[src/rtl/core/template_bit_pack_unpack_top_macros.svh]
// Assertion macros used by the template bit pack / unpack back end
`ifndef TEMPLATE_BIT_PACK_UNPACK_TOP_MACROS_SVH
`define TEMPLATE_BIT_PACK_UNPACK_TOP_MACROS_SVH

// Property that must hold on every clock edge out of reset
`define TBPU_ASSERT(lbl, expr, msg) \
  lbl: assert property (@(posedge clk_i) disable iff (!rst_ni) (expr)) else $error(msg);

// Implication checked on every clock edge out of reset
`define TBPU_ASSERT_IMP(lbl, cond, expr, msg) \
  lbl: assert property (@(posedge clk_i) disable iff (!rst_ni) (cond) |-> (expr)) else $error(msg);

`endif

[src/rtl/core/tbpu_pkg.sv]
// Shared types and constants for the template bit pack / unpack block
`timescale 1ns / 1ps
package tbpu_pkg;

  // Configuration register indexes
  localparam logic CFG_DIRECTION = 1'b0;
  localparam logic CFG_LENGTH    = 1'b1;

  // Input operation codes
  localparam logic OP_TEMPLATE = 1'b0;
  localparam logic OP_DATA     = 1'b1;

  localparam int MaxResults = 64;

  typedef enum logic {
    KIND_WRITE,
    KIND_DATA
  } kind_e;

  // One classified request between front and back
  typedef struct packed {
    kind_e      kind;
    logic [9:0] idx;
    logic [7:0] val;
  } req_t;

endpackage

[src/rtl/core/tbpu_front.sv]
// Front end: accepts requests, classifies them and queues them for the back end
`timescale 1ns / 1ps
module tbpu_front
  import tbpu_pkg::*;
#(
  parameter int TEMPLATE_MAX = 1024
) (
  input  logic        clk_i,
  input  logic        rst_ni,
  input  logic        s_valid_i,
  output logic        s_ready_o,
  input  logic        s_op_i,
  input  logic [9:0]  s_idx_i,
  input  logic [7:0]  s_val_i,
  output logic        q_valid_o,
  input  logic        q_ready_i,
  output req_t        q_req_o
);

  req_t       entry_q [2];
  logic       wr_ptr_q, wr_ptr_d, rd_ptr_q, rd_ptr_d;
  logic [1:0] cnt_q, cnt_d;
  logic       accept, keep, push, pop;
  req_t       req;

  // Classify: out-of-range template writes are dropped here
  always_comb begin
    req.kind = (s_op_i == OP_DATA) ? KIND_DATA : KIND_WRITE;
    req.idx  = s_idx_i;
    req.val  = s_val_i;
    keep     = (s_op_i == OP_DATA) || (32'(s_idx_i) < 32'(TEMPLATE_MAX));
  end

  assign s_ready_o = (cnt_q != 2'd2);
  assign accept    = s_valid_i && s_ready_o;
  assign push      = accept && keep;
  assign q_valid_o = (cnt_q != 2'd0);
  assign pop       = q_valid_o && q_ready_i;
  assign q_req_o   = entry_q[rd_ptr_q];

  always_comb begin
    wr_ptr_d = push ? ~wr_ptr_q : wr_ptr_q;
    rd_ptr_d = pop ? ~rd_ptr_q : rd_ptr_q;
    cnt_d    = cnt_q + {1'b0, push} - {1'b0, pop};
  end

  // Two-entry queue control
  always_ff @(posedge clk_i or negedge rst_ni) begin
    if (!rst_ni) begin
      wr_ptr_q <= 1'b0;
      rd_ptr_q <= 1'b0;
      cnt_q    <= 2'd0;
    end else begin
      wr_ptr_q <= wr_ptr_d;
      rd_ptr_q <= rd_ptr_d;
      cnt_q    <= cnt_d;
    end
  end

  // Queue storage
  always_ff @(posedge clk_i) begin
    if (push) begin
      entry_q[wr_ptr_q] <= req;
    end
  end

endmodule

[config.mk]
export PLATFORM = sky130hd
export DESIGN_NAME = tbpu_front
export DESIGN_NICKNAME = d
export VERILOG_FILES = /design/src/rtl/core/template_bit_pack_unpack_top_macros.svh /design/src/rtl/core/tbpu_pkg.sv /design/src/rtl/core/tbpu_front.sv
export SDC_FILE = /design/constraint.sdc
export NUM_CORES = 1
export LEC_CHECK = 0
export BUFFER_PORTS_ARGS = -buffer_cell sky130_fd_sc_hd__buf_2
export CELL_PAD_IN_SITES_DETAIL_PLACEMENT = 1
export CELL_PAD_IN_SITES_GLOBAL_PLACEMENT = 1
export CORE_ASPECT_RATIO = 0.9
export CORE_MARGIN = 2
export CORE_UTILIZATION = 26
export CTS_CLUSTER_SIZE = 24
export DETAILED_ROUTE_END_ITERATION = 10
export GPL_ROUTABILITY_DRIVEN = 0
export PLACE_DENSITY = 0.59
export SKIP_CTS_REPAIR_TIMING = 1
export SLEW_MARGIN = 20
export SYNTH_ARGS = -nofsm -noshare
export SYNTH_HDL_FRONTEND = slang
export SYNTH_SLANG_ARGS = --single-unit
[constraint.sdc]
create_clock -name clk_i -period 3.3 [get_ports clk_i]
set_input_delay 0 -clock clk_i [delete_from_list [all_inputs] [get_ports clk_i]]
set_output_delay 0 -clock clk_i [all_outputs]
set_load 0.02 [all_outputs]
# After elaboration in Yosys (flattened, before gate mapping)
# Memory sizes are Yosys's and may differ from the RTL's.
# Index checks and enable logic that the tools add are counted.
[word_totals]
regBits = 4
mem_bits_rw = 38
inputBits = 23
output_inout_bits = 21
word_cells = 15
mem_count = 1
[op_classes]
addsub = 2
eq_ne = 1
mux = 3
n_bitwise = 2
reduce_logical = 3
[mem_list]
columns = ["name", "words", "width", "rd", "rd_ports_with_merged_regs", "wr", "line", "text"]
rows = [
  ["entry_q", 2, 19, 1, 0, 1, "tbpu_front.sv:20", "req_t entry_q [2];"],
]
[op_table]
columns = ["op", "n"]
rows = [
  ["$mux 1", 3],
  ["$add 2x1->2", 1],
  ["$logic_and 1x1->1", 2],
  ["$ne 2x2->1 const B", 1],
  ["$not 1->1", 2],
  ["$reduce_bool 2->1", 1],
  ["$sub 2x1->2", 1],
]

# Depth between registers and ports, before layout
[depth]
word_depth = 4
depth_mapped = 7
ltp_nobuf = 7

# Least setup slack after synthesis
# OpenSTA, ideal clock, no wires.
[synth_path]
path_type = "register to register"
start = "register cnt_q[1]"
end = "memory entry_q[0][0] (netlist bit) (enable)"
setup_ps = 395
arrival_ps = 1576
t_required_ps = 2905
path_slack_ps = 1330
stages_incl_launch_ff = 4
path_buffers = 0
period_less_slack_ps = 1970
path_cell_list = "dfrtp_1 nand2b_1 nand2_1 nor2_1"
[synth_between]
elab_chain_len = 4
[synth_lines]
columns = ["item", "line", "text"]
rows = [
  ["start: declaration", "tbpu_front.sv:22", "logic [1:0] cnt_q, cnt_d;"],
  ["start signal: assignment", "tbpu_front.sv:56", "cnt_q <= cnt_d;"],
  ["$ne 2x2->1", "tbpu_front.sv:34", "assign s_ready_o = (cnt_q != 2'd2);"],
  ["via s_ready_o", "tbpu_front.sv:11", "output logic s_ready_o,"],
  ["$logic_and 1x1->1", "tbpu_front.sv:35", "assign accept = s_valid_i && s_ready_o;"],
  ["$mux 1", "tbpu_front.sv:62", "if (push) begin"],
  ["$mux 1 (not written as such)", "tbpu_front.sv:63", "entry_q[wr_ptr_q] <= req;"],
  ["end: declaration", "tbpu_front.sv:20", ""],
]
# The timed path passes the listed nets, and every way through them passes these cells.

# Worst setup path in the final report
[layout_path]
start = "register cnt_q[1]"
end = "memory entry_q[0][0] (netlist bit) (enable)"
[layout_between]
elab_chain_len = 4
[layout_lines]
columns = ["item", "line"]
rows = [
  ["$ne 2x2->1", "tbpu_front.sv:34"],
  ["$logic_and 1x1->1", "tbpu_front.sv:35"],
  ["$mux 1", "tbpu_front.sv:62"],
  ["$mux 1 (not written as such)", "tbpu_front.sv:63"],
]
# Every way passes these cells.

==> results.toml <==
[status]
status = "finished, violations left"
violations = "design-rule violations"

[synth]
yosysSeqAreaShare_pct = 79.4
synth_fp_nets = 101
ys_warn_count = 0
synth_cell_types = 14
synthCells = 76
synth_seq_cells = 42
syn_area_per_cell_um2 = 20.6
netlist_area_mm2 = 0.00156

[placement]
io_buffers = 43
dp_hpwl_mm = 2.04
dp_slack_ns = 1.47

[worst_setup_path]
worstReg2RegEnd = "entry_q[0][0]$_DFFE_PP_"
critPathKind = "reg -> reg"
cp_slowest_cell = "nor2_2"
start_kind = "register"
cp-end-kind = "register"
cp.required_ns = 3.21
crit_path_cell_trace = "nand2b_1, nand2_1, nor2_2"
critical_path.max_fanout = 19
arrival_ns = 1.70
slowest_delay_ns = 0.75
r2r_setup_slack_ns = 1.51
rr_worst_depth = 3
timing.rr.start = "cnt_q[1]$_DFF_PN0_"

[clocking]
clock_latency_ns = 0.29
cts.path.max_buffers = 2
htree_levels = 2
cts-root-buf = "clkbuf_8"
cts.sinks = 42
clk_pin_slew_ns = 0.07
cts_made_buffers = 5
cts_tree = "built"

[job]
maxCapViolCount = 0

[die]
dieArea_mm2 = 0.00665
die_h_um = 77.6
num_io_pins = 44
core.rowCount = 26
floorplan.initialDensity_pct = 27.2
fp.dieW_um = 85.8
core_area_mm2 = 0.00576

[timing]
tightest_slew_ns = 0.958
max_clock_freq_mhz = 557
report.final.setup_viol = 0
skew_ns = 0.00696
period_share_pct = 54.4
fin_setup_tns_ns = 0
slew_headroom_pct = 36.1
hold_viol_final = 0
maxSlewViolCount = 0
rsz0062_at_grt = "false"
finalWorstSetupSlack_ns = 1.51
period_needed_ns = 1.79

[global_route]
grt_max_degree = 21
grt_overflow = 0
antenna_found_initial = 0
grt_pass1_vias = 886
grt_pass1_wl_mm = 4.55
grt_usage_pct = 9.33

[cells_and_area]
antennaDiodeCount = 0
final_core_util_pct = 37.8
nFillCells = 576
nets = 169
layout_commonest_cell = "buf_2"
final_cell_mix = "buf_2 (43), edfxtp_1 (38), dlygate4sd3_1 (20)"
syn2layout_area_growth_pct = 39.1
drive_gt1_share_pct = 35.9

[detailed_routing]
vias_per_cell = 4.10
dr.pass1.iters = 7
m1WireLength_mm = 1.27
drc = 4
first_iter_violations = 41
wl_met3_um = 170
wl_met2_mm = 1.43
highest_layer = "met4"
wl_per_cell_um = 13.7
wl_mm = 2.94
num_vias = 881
ant_nets = 0

[pwr]
powerDensity_mw_per_mm2 = 824
p_leak_nw = 0.836
vdd_drop_max_v = 0.000193

[hold_path]
min_from = "q_ready_i"
hold_path_class = "in -> reg"
hold_end = "rd_ptr_q$_DFFE_PN0P_"
holdPathStages = 3
==> routing by layer <==
layer | GRT usage [%] | vias to the layer above
met5 | 0 | -
met4 | 4.76 | 0
met3 | 3.19 | 5
met2 | 14.8 | 30
met1 | 11.3 | 426
li1 | - | 420
==> power by group <==
part / internal, W / total, W / switching [W]
Combinational: 0.000232 / 0.000564 / 0.000333
Clock: 0.000246 / 0.000407 / 0.000161
Sequential: 0.000735 / 0.000821 / 0.0000856
Total: 0.00121 / 0.00179 / 0.000579
==> synthesized netlist by cell type, drive strengths merged <==
cell | count | area share (%)
and2 | 1 | 0.56
edfxtp | 38 | 73
nand2b | 1 | 0.40
ha | 2 | 1.6
inv | 1 | 0.24
mux2 | 19 | 14
xnor2 | 3 | 1.7
buf | 2 | 0.64
nand2 | 1 | 0.24
or2 | 1 | 0.40
xor2 | 1 | 0.56
dfrtp | 4 | 6.4
and3 | 1 | 0.40
nor2 | 1 | 0.24
==> cells by family (layout without fill, tap and decap cells) <==
logic type,count (synthesis),count (layout),share of synthesized area [%]
flops,42,42,79.4
mux,19,19,13.7
simple gates,6,6,2.24
xor+xnor,4,4,2.24
buf+inv,3,72,0.880
fa+ha+maj,2,2,1.60
==> how the worst max path moves through the flow <==
stage,startpoint,to,slack [ns],depth (start not counted)
after floorplan,cnt_q[1]$_DFF_PN0_,entry_q[0][0]$_DFFE_PP_,1.33,3
after global placement,cnt_q[1]$_DFF_PN0_,entry_q[0][2]$_DFFE_PP_,1.57,3
after detailed placement,cnt_q[1]$_DFF_PN0_,entry_q[0][5]$_DFFE_PP_,1.47,3
after CTS,cnt_q[1]$_DFF_PN0_,entry_q[0][4]$_DFFE_PP_,1.44,3
after global routing,cnt_q[0]$_DFF_PN0_,entry_q[0][0]$_DFFE_PP_,1.28,3
final,cnt_q[1]$_DFF_PN0_,entry_q[0][0]$_DFFE_PP_,1.51,3
==> worst max-delay path: cells and delay by family, from the launching register on <==
kind	cells	cell delay, ns
and+or+nand+nor	3	1.01
DFF	1	0.40
==> state kept, by name (all words and copies together), names as in the netlist <==
| signal | cells |
|---|---|
| wr_ptr_q | 1 |
| entry_q | 38 |
| cnt_q | 2 |
| rd_ptr_q | 1 |
==> final cells by class <==
class | instances | area, um2 | area share [%]
clock buffer | 7 | 86.3 | 3.97
clock inverter | 1 | 30.0 | 1.38
inverter | 1 | 3.75 | 0.173
multi-input combinational | 31 | 312 | 14.3
sequential | 42 | 1240 | 57.0
tap | 70 | 87.6 | 4.03
timing repair buffer | 63 | 415 | 19.1
==> per-stage QoR <==
step | total power (W) | cells | area (um2) | hold slack, ns
floorplan | 0.00119 | 76 | 1560 | -0.296
global placement | 0.00137 | 187 | 1860 | -0.187
CTS | 0.00181 | 195 | 1980 | -0.497
finish | 0.00179 | 215 | 2180 | 0.0172
detailed placement | 0.00139 | 187 | 1860 | -0.183
global route | 0.00190 | 215 | 2180 | 0.0300
Power figures use the tool's default switching activity.
